<file path="config.mk">
export PLATFORM = sky130hd
export DESIGN_NAME = deflate_stored_block_deframer_flat
export DESIGN_NICKNAME = d
export VERILOG_FILES = /design/src/rtl/dsbd_pkg.sv /design/src/rtl/dsbd_ifs.sv /design/src/rtl/deflate_stored_block_deframer.sv /design/src/flat_wrapper.sv
export SDC_FILE = /design/constraint.sdc
export NUM_CORES = 1
export LEC_CHECK = 0
export ABC_AREA = 0
export BUFFER_PORTS_ARGS = -buffer_cell sky130_fd_sc_hd__buf_2
export CORE_MARGIN = 1.5
export CORE_UTILIZATION = 50
export DETAILED_ROUTE_END_ITERATION = 8
export PLACE_DENSITY = 0.78
export SYNTH_ARGS = -nofsm -noshare
export SYNTH_HDL_FRONTEND = slang
export SYNTH_SLANG_ARGS = --single-unit
</file>
<file path="constraint.sdc">
create_clock -name clk -period 2.9 [get_ports clk]
set_clock_uncertainty 0.1 [all_clocks]
set_input_delay 0.87 -clock clk [delete_from_list [all_inputs] [get_ports clk]]
set_output_delay 0.87 -clock clk [all_outputs]
set_load 0.01 [all_outputs]
</file>
<file path="src/rtl/dsbd_pkg.sv">
// ----------------------------------------------------------------------------
// dsbd_pkg
// Shared widths and status codes for the stored-block deframer.
// ----------------------------------------------------------------------------
package dsbd_pkg;

  localparam int unsigned ByteW   = 8;
  localparam int unsigned StatusW = 3;
  localparam int unsigned LenW    = 16;

  typedef logic [ByteW-1:0]   byte_t;
  typedef logic [StatusW-1:0] status_t;
  typedef logic [LenW-1:0]    len_t;

  localparam status_t ST_OK       = 3'd0;
  localparam status_t ST_DONE     = 3'd1;
  localparam status_t ST_BADTYPE  = 3'd2;
  localparam status_t ST_CORRUPT  = 3'd3;
  localparam status_t ST_HUFFMAN  = 3'd4;
  localparam status_t ST_BADSTATE = 3'd5;

  // BTYPE field of the block header (bits 2:1)
  localparam logic [1:0] BTYPE_STORED = 2'd0;
  localparam logic [1:0] BTYPE_FIXED  = 2'd1;
  localparam logic [1:0] BTYPE_DYN    = 2'd2;
  localparam logic [1:0] BTYPE_RSVD   = 2'd3;

endpackage

</file>
<file path="src/rtl/dsbd_ifs.sv">
// ----------------------------------------------------------------------------
// dsbd channel interfaces
// Valid/ready channels for payload bytes in and deframed results out.
// ----------------------------------------------------------------------------
interface dsbd_in_if;
  logic             valid;
  logic             ready;
  dsbd_pkg::byte_t  in_byte;

  modport source (output valid, output in_byte, input ready);
  modport sink   (input valid, input in_byte, output ready);
endinterface

interface dsbd_out_if;
  logic              valid;
  logic              ready;
  logic              out_valid;
  dsbd_pkg::byte_t   out_byte;
  dsbd_pkg::status_t status;

  modport source (output valid, output out_valid, output out_byte, output status,
                  input ready);
  modport sink   (input valid, input out_valid, input out_byte, input status,
                  output ready);
endinterface

</file>
<file path="src/rtl/deflate_stored_block_deframer.sv">
// Pipeline: an accepted byte is held in the input register and moves into the result
// register when the pipeline advances, where its result transaction is offered on out_ch.
// Throughput: one byte per cycle while out_ch.ready does not stall; the input register
// and the result register form a two-stage pipeline that advances whenever the result
// register is free or being taken. Reset (rst_n low, synchronous) empties both stages
// and returns the parser to the header state; the LEN holding registers are not reset.
// ----------------------------------------------------------------------------
// deflate_stored_block_deframer
// Parses deflate block headers, checks LEN/NLEN of stored blocks and passes
// stored data through, one status per input byte.
// ----------------------------------------------------------------------------
module deflate_stored_block_deframer (
  input  logic       clk,
  input  logic       rst_n,
  dsbd_in_if.sink    in_ch,
  dsbd_out_if.source out_ch
);
  import dsbd_pkg::*;

  typedef enum logic [2:0] {
    MODE_HEADER = 3'd0,
    MODE_LENGTH = 3'd1,
    MODE_DATA   = 3'd2,
    MODE_DONE   = 3'd3,
    MODE_ERROR  = 3'd4
  } mode_t;

  // input stage
  logic    in_vld_r;
  byte_t   in_byte_r;
  // parser state
  mode_t   mode_r, mode_nxt;
  logic    final_r, final_nxt;
  logic [1:0] cnt_r, cnt_nxt;
  byte_t   len_lo_r, len_hi_r;
  logic    lo_ok_r, lo_ok_nxt;
  len_t    left_r, left_nxt;
  // result stage
  logic    res_vld_r;
  logic    res_data_vld_r, res_data_vld_nxt;
  byte_t   res_byte_r, res_byte_nxt;
  status_t res_status_r, res_status_nxt;

  logic    advance;
  byte_t   b;
  len_t    len_full;
  len_t    left_dec;

  assign advance      = in_vld_r && (!res_vld_r || out_ch.ready);
  assign in_ch.ready  = !in_vld_r || advance;
  assign b            = in_byte_r;
  assign len_full     = {len_hi_r, len_lo_r};
  assign left_dec     = left_r - len_t'(1);

  assign out_ch.valid     = res_vld_r;
  assign out_ch.out_valid = res_data_vld_r;
  assign out_ch.out_byte  = res_byte_r;
  assign out_ch.status    = res_status_r;

  always_comb begin
    mode_nxt         = mode_r;
    final_nxt        = final_r;
    cnt_nxt          = cnt_r;
    lo_ok_nxt        = lo_ok_r;
    left_nxt         = left_r;
    res_data_vld_nxt = 1'b0;
    res_byte_nxt     = '0;
    res_status_nxt   = ST_OK;
    unique case (mode_r)
      MODE_HEADER: begin
        final_nxt = b[0];
        unique case (b[2:1]) inside
          BTYPE_STORED: begin
            mode_nxt = MODE_LENGTH;
            cnt_nxt  = 2'd0;
          end
          BTYPE_FIXED, BTYPE_DYN: begin
            mode_nxt       = MODE_ERROR;
            res_status_nxt = ST_HUFFMAN;
          end
          default: begin
            mode_nxt       = MODE_ERROR;
            res_status_nxt = ST_BADTYPE;
          end
        endcase
      end
      MODE_LENGTH: begin
        cnt_nxt = cnt_r + 2'd1;
        // NLEN low byte is checked on arrival, high byte at the end
        if (cnt_r == 2'd2) begin
          lo_ok_nxt = (~b == len_lo_r);
        end
        if (cnt_r == 2'd3) begin
          if (!lo_ok_r || (~b != len_hi_r)) begin
            mode_nxt       = MODE_ERROR;
            res_status_nxt = ST_CORRUPT;
          end else if (len_full != '0) begin
            left_nxt = len_full;
            mode_nxt = MODE_DATA;
          end else begin
            left_nxt = len_full;
            if (final_r) begin
              mode_nxt       = MODE_DONE;
              res_status_nxt = ST_DONE;
            end else begin
              mode_nxt = MODE_HEADER;
            end
          end
        end
      end
      MODE_DATA: begin
        res_data_vld_nxt = 1'b1;
        res_byte_nxt     = b;
        if (left_r != '0) begin
          left_nxt = left_dec;
        end
        if (left_r <= len_t'(1)) begin
          if (final_r) begin
            mode_nxt       = MODE_DONE;
            res_status_nxt = ST_DONE;
          end else begin
            mode_nxt = MODE_HEADER;
          end
        end
      end
      MODE_DONE: begin
        res_status_nxt = ST_DONE;
      end
      default: begin
        mode_nxt       = MODE_ERROR;
        res_status_nxt = ST_BADSTATE;
      end
    endcase
  end

  always_ff @(posedge clk) begin
    if (!rst_n) begin
      in_vld_r  <= 1'b0;
      res_vld_r <= 1'b0;
      mode_r    <= MODE_HEADER;
      final_r   <= 1'b0;
      cnt_r     <= 2'd0;
      lo_ok_r   <= 1'b0;
      left_r    <= '0;
    end else begin
      if (in_ch.ready) begin
        in_vld_r <= in_ch.valid;
      end
      if (advance) begin
        res_vld_r <= 1'b1;
        mode_r    <= mode_nxt;
        final_r   <= final_nxt;
        cnt_r     <= cnt_nxt;
        lo_ok_r   <= lo_ok_nxt;
        left_r    <= left_nxt;
      end else if (out_ch.ready) begin
        res_vld_r <= 1'b0;
      end
    end
  end

  // payload registers
  always_ff @(posedge clk) begin
    if (in_ch.ready && in_ch.valid) begin
      in_byte_r <= in_ch.in_byte;
    end
    if (advance) begin
      res_data_vld_r <= res_data_vld_nxt;
      res_byte_r     <= res_byte_nxt;
      res_status_r   <= res_status_nxt;
      if (mode_r == MODE_LENGTH && cnt_r == 2'd0) begin
        len_lo_r <= b;
      end
      if (mode_r == MODE_LENGTH && cnt_r == 2'd1) begin
        len_hi_r <= b;
      end
    end
  end

endmodule
</file>
<file path="src/flat_wrapper.sv">
// flat-port wrapper written by rule: the top's interface ports become plain ports
module deflate_stored_block_deframer_flat import dsbd_pkg::*;
  (clk, rst_n, in_ch_valid, in_ch_in_byte, in_ch_ready, out_ch_valid, out_ch_out_valid, out_ch_out_byte, out_ch_status, out_ch_ready);
  dsbd_in_if in_ch_i ();
  dsbd_out_if out_ch_i ();
  input  logic clk;
  input  logic rst_n;
  input wire logic [$bits(in_ch_i.valid)-1:0] in_ch_valid;
  input wire logic [$bits(in_ch_i.in_byte)-1:0] in_ch_in_byte;
  output wire logic [$bits(in_ch_i.ready)-1:0] in_ch_ready;
  output wire logic [$bits(out_ch_i.valid)-1:0] out_ch_valid;
  output wire logic [$bits(out_ch_i.out_valid)-1:0] out_ch_out_valid;
  output wire logic [$bits(out_ch_i.out_byte)-1:0] out_ch_out_byte;
  output wire logic [$bits(out_ch_i.status)-1:0] out_ch_status;
  input wire logic [$bits(out_ch_i.ready)-1:0] out_ch_ready;
  assign in_ch_i.valid = in_ch_valid;
  assign in_ch_i.in_byte = in_ch_in_byte;
  assign in_ch_ready = in_ch_i.ready;
  assign out_ch_valid = out_ch_i.valid;
  assign out_ch_out_valid = out_ch_i.out_valid;
  assign out_ch_out_byte = out_ch_i.out_byte;
  assign out_ch_status = out_ch_i.status;
  assign out_ch_i.ready = out_ch_ready;
  deflate_stored_block_deframer u_core (.clk(clk), .rst_n(rst_n), .in_ch(in_ch_i), .out_ch(out_ch_i));
endmodule
</file>
=== Word level (Yosys, flattened, before mapping) ===
Index checks and enable logic that the tools add are counted.

* Register bits after elaboration: 61
* Input bits: 12
* Output and inout port bits: 14
* Word-level logic and storage cells: 82

* Add/subtract/negate cells: 2
* Order comparisons: 1
* Equality and inequality tests: 15
* Muxes and demuxes: 23
* Bitwise gates (word level): 2
* Reduce and logical (&&, ||, !) cells: 26

{| class="wikitable"
|+ Operator list
! cell !! number
|-
| $mux W16 || 3
|-
| $pmux W16 S2 || 1
|-
| $reduce_bool A16 Y1 || 2
|-
| $mux W3 || 8
|-
| $pmux W3 S4 || 2
|-
| $le A16 B1 Y1 const B || 1
|-
| $sub A16 B1 Y16 const B || 1
|-
| $eq A8 B8 Y1 || 1
|-
| $ne A2 B1 Y1 const B || 4
|-
| $ne A8 B8 Y1 || 1
|-
| $not A8 Y8 || 1
|-
| $eq A2 B2 Y1 const B || 3
|-
| $eq A3 B2 Y1 const B || 2
|-
| $pmux W3 S2 || 1
|-
| $reduce_and A2 Y1 || 3
|-
| $reduce_and A3 Y1 || 2
|-
| $reduce_bool A2 Y1 || 3
|-
| $mux W1 || 5
|-
| $reduce_and A5 Y1 || 1
|-
| $eq A2 B1 Y1 const B || 2
|-
| $logic_and A1 B1 Y1 || 4
|-
| $logic_not A2 Y1 || 2
|-
| $mux W2 || 2
|-
| $pmux W2 S2 || 1
|-
| 9 further kinds || 13
|}

=== Logic depth before layout (Yosys ltp) ===
Gate-level depths: netlist of the first run.

* Depth after elaboration: 6
* Gate-level depth with buffers: 11
* Gate-level depth less buffers: 7

=== Worst setup path after synthesis of the first run ===
OpenSTA, ideal clock, no wires.

* Path kind: input port to flip-flop
* Start point: input port out_ch_ready
* End point: register u_core.mode_r[0]
* Setup time: 0.067 ns
* Arrival: 2.260 ns
* Required time: 2.733 ns
* Setup slack: 0.473 ns
* Stages: 8
* Path buffers: 1
* Cell sequence: nor2b_1 > nand2b_1 > clkbuf_1 > inv_1 > o21ai_1 > or3b_1 > a21o_1 > a21oi_2

* Word-level cells in the longest chain between the ends: 3

{| class="wikitable"
|+ Ends and longest elaborated chain
! item !! RTL line !! source
|-
| from (decl) || flat_wrapper.sv:15 || <nowiki>input wire logic [$bits(out_ch_i.ready)-1:0] out_ch_ready;</nowiki>
|-
| $logic_or A1 B1 Y1 || deflate_stored_block_deframer.sv:49 || <nowiki>assign advance = in_vld_r && (!res_vld_r || out_ch.ready);</nowiki>
|-
| $logic_and A1 B1 Y1 || deflate_stored_block_deframer.sv:49 ||
|-
| named net u_core.advance || deflate_stored_block_deframer.sv:44 || <nowiki>logic advance;</nowiki>
|-
| $reduce_and A4 Y1 (no line) || - ||
|-
| to (signal assigned) || deflate_stored_block_deframer.sv:151 || <nowiki>mode_r <= mode_nxt;</nowiki>
|-
| to (decl) || deflate_stored_block_deframer.sv:32 || <nowiki>mode_t mode_r, mode_nxt;</nowiki>
|}

The timed path passes the listed nets, and every way through them passes these cells.
A chain may end at the register's enable or synchronous reset.

=== Worst setup path in the final report of the first run ===
* Start point: input port out_ch_ready
* End point: output port in_ch_ready

* Word-level cells in the longest chain between the ends: 3

{| class="wikitable"
|+ Ends and longest elaborated chain
! item !! RTL line !! source
|-
| $logic_or A1 B1 Y1 || deflate_stored_block_deframer.sv:49 ||
|-
| $logic_and A1 B1 Y1 || deflate_stored_block_deframer.sv:49 ||
|-
| $logic_or A1 B1 Y1 || deflate_stored_block_deframer.sv:50 || <nowiki>assign in_ch.ready = !in_vld_r || advance;</nowiki>
|-
| to (decl) || flat_wrapper.sv:10 || <nowiki>output wire logic [$bits(in_ch_i.ready)-1:0] in_ch_ready;</nowiki>
|}

No other way between the ends.

==> results.yml, run 1 <==
outcome:
  status: "finished clean"
synthesis:
  synth_compound_area_frac: 0.151
  synthTopCellsByCount: "edfxtp_1 (36), nand2_1 (31), dfxtp_1 (25)"
  yosys.area_share.xor_xnor: 0.0536
  synth_top_family_by_area: "simple AND/OR/NAND/NOR gates"
  yosysWarnings: 0
  synth.most_common_cell: "edfxtp_1"
  synthAdderAreaFrac: 0.0363
  ys_async_sr_fraction: 0
  synth_flop_cell: "edfxtp_1"
  syn-num-nets: 319
  yosys-top-cells-area: "edfxtp_1 (35%), dfxtp_1 (16%), xor2_1 (4.5%)"
  yosysUniqueCellTypes: 63
  syn-instance-count: 298
  synth_seq_cells: 61
  syn_avg_cell_area_um2: 10.4
  synth_edf_count: 36
  yosysTopAreaCellShare: 0.348
  synth-seq-area-share: 0.509
  synth_mux_area_frac: 0.0129
  synth_area_um2: 3110
  synthSimpleGateAreaFrac: 0.198
  yosysTopAreaCell: "edfxtp_1"
clock_tree:
  cts_root_buf: "clkbuf_8"
  postCtsSetupRepairBufs: 0
  cts-buffers-inserted: 9
  cts_sinks: 61
  ctsResizeCount: 0
  insertion_delay_ns: 0.35
  cts.path.max_buffers: 2
  cts_tree: "done"
  htree_levels: 3
  hold_buffers: 0
  clk_pin_slew_ns: 0.08
power_and_ir_drop:
  swShare: 0.254
  ir_worst_vdd_uv: 430
  p_sw_mw: 0.440
  clock_power_share: 0.404
  powerDensity_nw_per_um2: 496
  p_int_mw: 1.29
  p_total_mw: 1.73
  comb_power_share: 0.043
  p_leak_nw: 1.36
  seq_power_share: 0.553
sta:
  finalSetupViolCount: 0
  fin_crit_sh: 0.826
  rsz0062_at_grt: "false"
  period_minus_slack_ns: 2.39
  worst_pin_slew_ns: 0.438
  hold_violations: 0
  finalSetupTns_ns: 0
  report.final.slew_viol_count: 0
  fmaxAchievable_ghz: 0.418
  fin_ws_ns: 0.505
  slew-limit-headroom: 0.700
global_routing:
  grt_max_degree: 31
  grt_overflow: 0
  grt_util_all_layers: 0.219
  grt_antenna_before_repair: 0
  grt_pass1_vias: 2278
  grt_pass1_wl_um: 10800
cells_and_area:
  fin_cells: 405
  design_area_um2: 3490
  nets: 346
  drive_gt1_frac: 0.182
  antenna_cells: 0
  syn2layout_area_growth_pct: 12.3
floorplanning:
  die_y_um: 81.8
  start_util: 0.521
  dieWidth_um: 81.8
  die_area_um2: 6690
  io_pins: 26
  placement_rows: 28
  core_um2: 5960
place:
  dp_cells: 389
  place_ws_ns: 0.368
  place_congestion: 0.928
  place_area_um2: 3300
  port_buffers: 25
  dp.final_hpwl_um: 4450
setup_path:
  required_ns: 1.93
  critPathLaunch: "out_ch_ready"
  crit_path_end: "in_ch_ready"
  cp.arrival_ns: 1.42
  critPathMaxFanout: 4
  regToRegSetupSlack_ns: 0.63
  r2r_cells: 7
  critPathCaptureType: "output port"
  critical_path_class: "in -> out"
  rr_startpoint: "u_core.b[0]$_DFFE_PP_"
  rr_endpoint: "u_core.left_r[13]$_SDFFE_PN0P_"
  startpoint_type: "input pin"
route:
  ant_nets: 0
  wirelength_um: 6400
  drtPass1Iterations: 4
  drc: 0
  vias: 2342
  via_per_inst: 5.78
  wire_per_inst_um: 15.8
  drtIter0Drc: 165
hold_path:
  hold_path_class: "reg -> reg"
flow_run:
  drv_cap: 0
## registers in the layout, summed over array words and instances, names as in the netlist
| signal | cells |
|---|---|
| u_core.final_r | 1 |
| u_core.len_lo_r | 8 |
| u_core.mode_r | 3 |
| u_core.out_ch.status | 3 |
| u_core.left_r | 16 |
| u_core.out_ch.out_byte | 8 |
| u_core.len_hi_r | 8 |
| u_core.in_vld_r | 1 |
| u_core.b | 8 |
| u_core.out_ch.valid | 1 |
| u_core.lo_ok_r | 1 |
| u_core.cnt_r | 2 |
| u_core.out_ch.out_valid | 1 |
## cells in the final DEF, fill, tap and decap left out, drive strengths merged, types with 8 or more instances in the layout
cell type and n:
nand2 31, nor2 21, clkbuf 9, nor3 8, edfxtp 36, nor2b 8
a21oi 16, xor2 16, and2 10, o21ai 16, inv 13, dfxtp 25
buf 31, ha 9, nor4 8
## cells by family (layout without fill, tap and decap cells)
group           Yosys count  count (layout)
mux                       4               4
compound gates           68              68
flops                    61              61
xor+xnor                 19              19
buf+inv                  26              58
simple gates            111             111
fa+ha+maj                 9               9
## critical path, cell delays in order
cell and delay, ns:
buf_2 0.10, nor2b_1 0.21, nand2_1 0.11, buf_2 0.15
## routing by layer
layer	global-route usage	vias to the layer above	wire length, µm	share of wire
met5	0	-	0	0
met4	0.0915	0	135	0.021
met3	0.0700	14	329	0.051
met2	0.345	73	3100	0.48
met1	0.277	1113	2840	0.44
li1	-	1142	-	-
## worst min path at each step
stage	endpoint	depth (start not counted)	from	slack, ns
final	u_core.left_r[15]$_SDFFE_PN0P_	1	u_core.left_r[15]$_SDFFE_PN0P_	0.44
after global routing	u_core.left_r[15]$_SDFFE_PN0P_	1	u_core.left_r[15]$_SDFFE_PN0P_	0.46
after CTS	u_core.left_r[15]$_SDFFE_PN0P_	1	u_core.left_r[15]$_SDFFE_PN0P_	0.43
after detailed placement	u_core.left_r[15]$_SDFFE_PN0P_	1	u_core.left_r[15]$_SDFFE_PN0P_	0.41
after global placement	u_core.left_r[15]$_SDFFE_PN0P_	1	u_core.left_r[15]$_SDFFE_PN0P_	0.38
after floorplan	u_core.left_r[15]$_SDFFE_PN0P_	1	u_core.left_r[15]$_SDFFE_PN0P_	0.37
## area by class of cell
class	instances	area, µm²
Fill cell	502	2470
Sequential cell	61	1580
Multi-Input combinational cell	211	1400
Timing Repair Buffer	31	183
Clock buffer	9	124
Tap cell	75	93.8
Clock inverter	7	60.1
Inverter	11	41.3
## metrics by stage
| step | utilization | hold WS, ns |
|---|---|---|
| 3_3_place_gp | 0.555 | 0.382 |
| 4_1_cts | 0.586 | 0.432 |
| 2_1_floorplan | - | 0.366 |
| 5_1_grt | 0.586 | 0.462 |
| 3_5_place_dp | 0.555 | 0.411 |
| 6_report | 0.586 | 0.441 |
## power groups by stage
stage	Sequential, mW	Combinational, mW	Clock [mW]
floorplan	0.972	0.0467	0
detailed placement	0.976	0.0748	0
CTS	0.956	0.0749	0.716
finish	0.956	0.0746	0.700
global route	0.959	0.0822	0.754
global placement	0.975	0.0721	0
No activity file was read; power rests on OpenSTA's default activity.
==> inputs of run 2 (changes only) <==
Clock period 2.9 ns to 2.4 ns, I/O delays scaled along.
==> run 2 against run 1 <==
  * Count of clock-buffer cells in the layout grew 1
  * Core utilization increased by 2.1 points
  * Sequential power up 20%
  * Cell count increased by 3.7%
  * Register-to-register slack got worse by 0.43 ns
  * Global-route usage up 0.38 points
  * Critical path type is now reg -> reg
==> results.yml, run 2 (same netlist as run 1, synthesis figures left out) <==
outcome:
  status: "finished clean"
sta:
  hold_violations: 0
  fmaxAchievable_ghz: 0.454
  fin_ws_ns: 0.196
  fin_crit_sh: 0.919
  finalSetupViolCount: 0
  report.final.slew_viol_count: 0
  finalSetupTns_ns: 0
  rsz0062_at_grt: "false"
  hold_slack_ns: 0.417
  slew-limit-headroom: 0.685
  worst_pin_slew_ns: 0.472
  period_minus_slack_ns: 2.20
power_and_ir_drop:
  powerDensity_nw_per_um2: 600
  ir_worst_vdd_uv: 559
  p_total_mw: 2.17
  seq_power_share: 0.529
  comb_power_share: 0.051
  swShare: 0.231
  clock_power_share: 0.420
  p_sw_mw: 0.501
  p_leak_nw: 1.43
  p_int_mw: 1.67
cells_and_area:
  final_cell_mix: "edfxtp_1 (36), nand2_1 (31), buf_2 (25), dfxtp_1 (25)"
  design_area_um2: 3610
  drive_gt1_frac: 0.214
  nets: 361
  final_util: 0.606
  largest_register: "u_core.left_r"
  layout_commonest_cell: "edfxtp_1"
  fin_cells: 420
  fill_cells: 502
  syn2layout_area_growth_pct: 16.3
  antenna_cells: 0
  largest_reg_flops: 16
clock_tree:
  cts.path.max_buffers: 2
  cts-buffers-inserted: 9
  clk_pin_slew_ns: 0.08
  cts_tree: "done"
  insertion_delay_ns: 0.34
  postCtsSetupRepairBufs: 0
  cts_sinks: 61
  htree_levels: 3
  cts_root_buf: "clkbuf_8"
flow_run:
  drv_cap: 0
route:
  via_per_inst: 5.71
  drc: 0
  drtPass1Iterations: 4
  wire_per_inst_um: 15.4
  drtIter0Drc: 179
  vias: 2397
  ant_nets: 0
  wirelength_um: 6470
global_routing:
  grt_overflow: 0
  grt_pass1_wl_um: 10800
  grt_pass1_vias: 2214
  grt_antenna_before_repair: 0
  grt_max_degree: 28
  grt_util_all_layers: 0.223
place:
  place_ws_ns: 0.0147
  place_area_um2: 3400
  dp.final_hpwl_um: 4690
  port_buffers: 25
  dp_cells: 404
  place_congestion: 0.864
floorplanning:
  die_y_um: 81.8
  placement_rows: 28
  die_area_um2: 6690
  start_util: 0.521
  io_pins: 26
  dieWidth_um: 81.8
  core_um2: 5960
setup_path:
  startpoint_type: "flip-flop"
  cp.depth: 6
  rr_endpoint: "u_core.mode_r[0]$_SDFFE_PN0P_"
  path_delay_family: "simple AND/OR/NAND/NOR gates"
  critPathMaxFanout: 5
  critical_path_buf_inv_count: 0
  required_ns: 2.57
  r2r_cells: 6
  regToRegSetupSlack_ns: 0.20
  cp_slowest_cell: "nor4_4"
  critPathCaptureType: "flip-flop"
  critPathLaunch: "u_core.left_r[2]$_SDFFE_PN0P_"
  cpPeakStageDelay_ns: 0.42
  crit_chain: "nor4_4, nand4_2, o31ai_2, or3b_1, a21o_1, a21oi_2"
  cp.arrival_ns: 2.38
  crit_path_end: "u_core.mode_r[0]$_SDFFE_PN0P_"
  rr_startpoint: "u_core.left_r[2]$_SDFFE_PN0P_"
  critical_path_class: "reg -> reg"
hold_path:
  hold_path_class: "reg -> reg"
## run 2: cell types whose count changed in the layout (fill, tap and decap cells not counted), sizes merged
cell      before  now
buf           31   46
clkinv         5    2
clkbuf         9   10
clkinvlp       0    2
bufinv         0    1
inv           13   12
## run 2: worst min path at each step
stage / start / to / cells after the start / slack [ns]
3_5_place_dp: u_core.left_r[15]$_SDFFE_PN0P_ / u_core.left_r[15]$_SDFFE_PN0P_ / 1 / 0.40
5_1_grt: in_ch_in_byte[7] / u_core.b[7]$_DFFE_PP_ / 1 / 0.43
6_report: u_core.left_r[15]$_SDFFE_PN0P_ / u_core.left_r[15]$_SDFFE_PN0P_ / 1 / 0.42
4_1_cts: u_core.left_r[15]$_SDFFE_PN0P_ / u_core.left_r[15]$_SDFFE_PN0P_ / 1 / 0.42
3_3_place_gp: u_core.left_r[15]$_SDFFE_PN0P_ / u_core.left_r[15]$_SDFFE_PN0P_ / 1 / 0.38
2_1_floorplan: u_core.left_r[15]$_SDFFE_PN0P_ / u_core.left_r[15]$_SDFFE_PN0P_ / 1 / 0.37
## run 2: area by class of cell
class	count	area [µm²]	share of cell area
well taps	75	93.8	0.0260
flip-flops and latches	61	1580	0.438
multi-input cells	211	1410	0.391
clock buffers	10	128	0.0353
repair buffers	46	283	0.0783
inverters	11	41.3	0.0114
clock inverters	6	71.3	0.0198
## run 2: worst reg2reg max path, stage by stage, from the launching register on
cell,delay [ns]
dfxtp_1,0.37
nor4_4,0.42
nand4_2,0.23
o31ai_2,0.34
or3b_1,0.37
a21o_1,0.18
a21oi_2,0.12
## run 2: power by group through the flow
| stage | Combinational (mW) | Sequential [mW] | Clock (mW) |
|---|---|---|---|
| final | 0.111 | 1.15 | 0.910 |
| after detailed placement | 0.112 | 1.17 | 0 |
| after floorplan | 0.0565 | 1.17 | 0 |
| after global routing | 0.123 | 1.15 | 0.971 |
| after CTS | 0.112 | 1.15 | 0.927 |
| after global placement | 0.109 | 1.17 | 0 |
## run 2: routing by layer
layer,GRT usage,part of all wire
met1,0.295,0.45
met2,0.344,0.48
met5,0,0
met3,0.0444,0.050
met4,0.115,0.019
## run 2: timing repair
action | in CTS | in global routing
resized for setup | 0 | 1
setup endpoints to repair | 0 | 3
hold buffers | 0 | 0
==> inputs of run 3 (changes only) <==
Clock period 2.4 ns to 2.25 ns, I/O delays scaled along.
==> run 3 against run 2 <==
  * Cell count up 3.8%
  * Global-route usage up 0.84 points
  * Wire length up 9.6%
  * Sequential share of layout area down 1.5 points
  * Power up 3.6%
  * Final area up 3.5%
  * Fmax up 3.5%
  * Clock power down 1%
  * First-iteration DRC count up 36%
  * Critical path type unchanged
==> results.yml, run 3 (same netlist as run 1, synthesis figures left out) <==
outcome:
  status: "finished clean"
place:
  dp.final_hpwl_um: 4960
  place_ws_ns: -0.0379
  place_congestion: 0.898
  port_buffers: 25
global_routing:
  grt_overflow: 0
  grt.met1_usage: 0.313
  gr-usage-met2: 0.363
  use_met3: 0.0544
  grt_antenna_before_repair: 0
  grt_util_all_layers: 0.231
  grt_max_degree: 28
  grt_pass1_wl_um: 11400
  top_usage_layer: "met2"
  grt_pass1_vias: 2397
route:
  drtIter0Drc: 243
  ant_nets: 0
  via_per_inst: 5.77
  drc: 0
  wire_per_inst_um: 16.3
  vias: 2517
  drtPass1Iterations: 5
  wirelength_um: 7090
power_and_ir_drop:
  comb_power_share: 0.057
  p_int_mw: 1.67
  powerDensity_nw_per_um2: 601
  p_sw_mw: 0.573
  p_leak_nw: 1.53
  clock_power_share: 0.400
  ir_worst_vdd_uv: 498
  seq_power_share: 0.543
  swShare: 0.255
setup_path:
  required_ns: 2.43
  cp.depth: 6
  cp_slowest_cell: "or3b_1"
  startpoint_type: "flip-flop"
  cpPeakStageDelay_ns: 0.38
  critical_path_buf_inv_count: 0
  cp.arrival_ns: 2.31
  critical_path_class: "reg -> reg"
  r2r_cells: 6
  critPathMaxFanout: 5
  crit_chain: "nor4_4, nand4_2, o31ai_2, or3b_1, a21o_1, a21oi_2"
  critPathCaptureType: "flip-flop"
  path_delay_family: "simple AND/OR/NAND/NOR gates"
floorplanning:
  die_y_um: 81.8
  core_um2: 5960
  placement_rows: 28
  start_util: 0.521
  io_pins: 26
  die_area_um2: 6690
  dieWidth_um: 81.8
sta:
  worst_pin_slew_ns: 0.468
  finalSetupTns_ns: 0
  fin_crit_sh: 0.947
  period_minus_slack_ns: 2.13
  fin_ws_ns: 0.120
  finalSetupViolCount: 0
  fmaxAchievable_ghz: 0.470
  slew-limit-headroom: 0.680
  hold_violations: 0
  report.final.slew_viol_count: 0
hold_path:
  whs_path_depth: 1
  hold_path_class: "in -> reg"
cells_and_area:
  nets: 377
  antenna_cells: 0
  largest_register: "u_core.left_r"
  drive_gt1_frac: 0.255
  largest_reg_flops: 16
  syn2layout_area_growth_pct: 20.4
  layout_commonest_cell: "edfxtp_1"
  final_cell_mix: "edfxtp_1 (36), buf_4 (35), nand2_1 (31)"
clock_tree:
  clk_pin_slew_ns: 0.08
  cts.path.max_buffers: 2
  cts_tree: "done"
  htree_levels: 3
  cts_root_buf: "clkbuf_8"
  cts-buffers-inserted: 9
  insertion_delay_ns: 0.35
  cts_sinks: 61
flow_run:
  drv_cap: 0
[run 3: stage by stage]
step,hold slack [ns],instances,total power [mW],util,instance area (µm²)
floorplan,0.366,298,1.31,-,3110
global placement,0.376,415,1.37,0.587,3500
detailed placement,0.394,415,1.37,0.587,3500
CTS,0.385,431,2.26,0.617,3680
global route,0.377,436,2.31,0.628,3740
finish,0.397,436,2.25,0.628,3740
[run 3: metal layers]
layer  up-vias  wire length, µm
met3        12              435
met1      1191             3180
met4         0              108
met5         -                0
met2       106             3360
li1       1208                -
[run 3: final cells by class]
type                    instances  area [µm²]
flip-flops and latches         61        1580
inverters                      11        41.3
repair buffers                 61         408
clock inverters                 7        55.1
multi-input cells             212        1440
well taps                      75        93.8
clock buffers                   9         124
fillers                       500        2220
[run 3: worst paths after layout]
kind                                  start                             end  slack [ns]
min reg2reg  u_core.left_r[15]$_SDFFE_PN0P_  u_core.left_r[15]$_SDFFE_PN0P_        0.42
min                        in_ch_in_byte[6]           u_core.b[6]$_DFFE_PP_        0.40
max           u_core.left_r[2]$_SDFFE_PN0P_   u_core.mode_r[0]$_SDFFE_PN0P_        0.12
max reg2reg   u_core.left_r[2]$_SDFFE_PN0P_   u_core.mode_r[0]$_SDFFE_PN0P_        0.12
[run 3: timing repair]
action                     CTS  global route
hold buffers                 0             0
setup endpoints to repair    0             8
buffers inserted             0             4
resized for setup            0             3
[run 3: power by group through the flow]
stage               registers, mW  logic [mW]  clock network [mW]
floorplan                    1.25      0.0602                   0
global placement             1.24       0.122                   0
detailed placement           1.24       0.126                   0
CTS                          1.22       0.127               0.911
global route                 1.22       0.140               0.952
finish                       1.22       0.128               0.898
[run 3: worst register-to-register path, cell delays in order (launching register included)]
cell     delay, ns
dfxtp_1       0.36
nor4_4        0.36
nand4_2       0.24
o31ai_2       0.35
or3b_1        0.38
a21o_1        0.17
a21oi_2       0.11
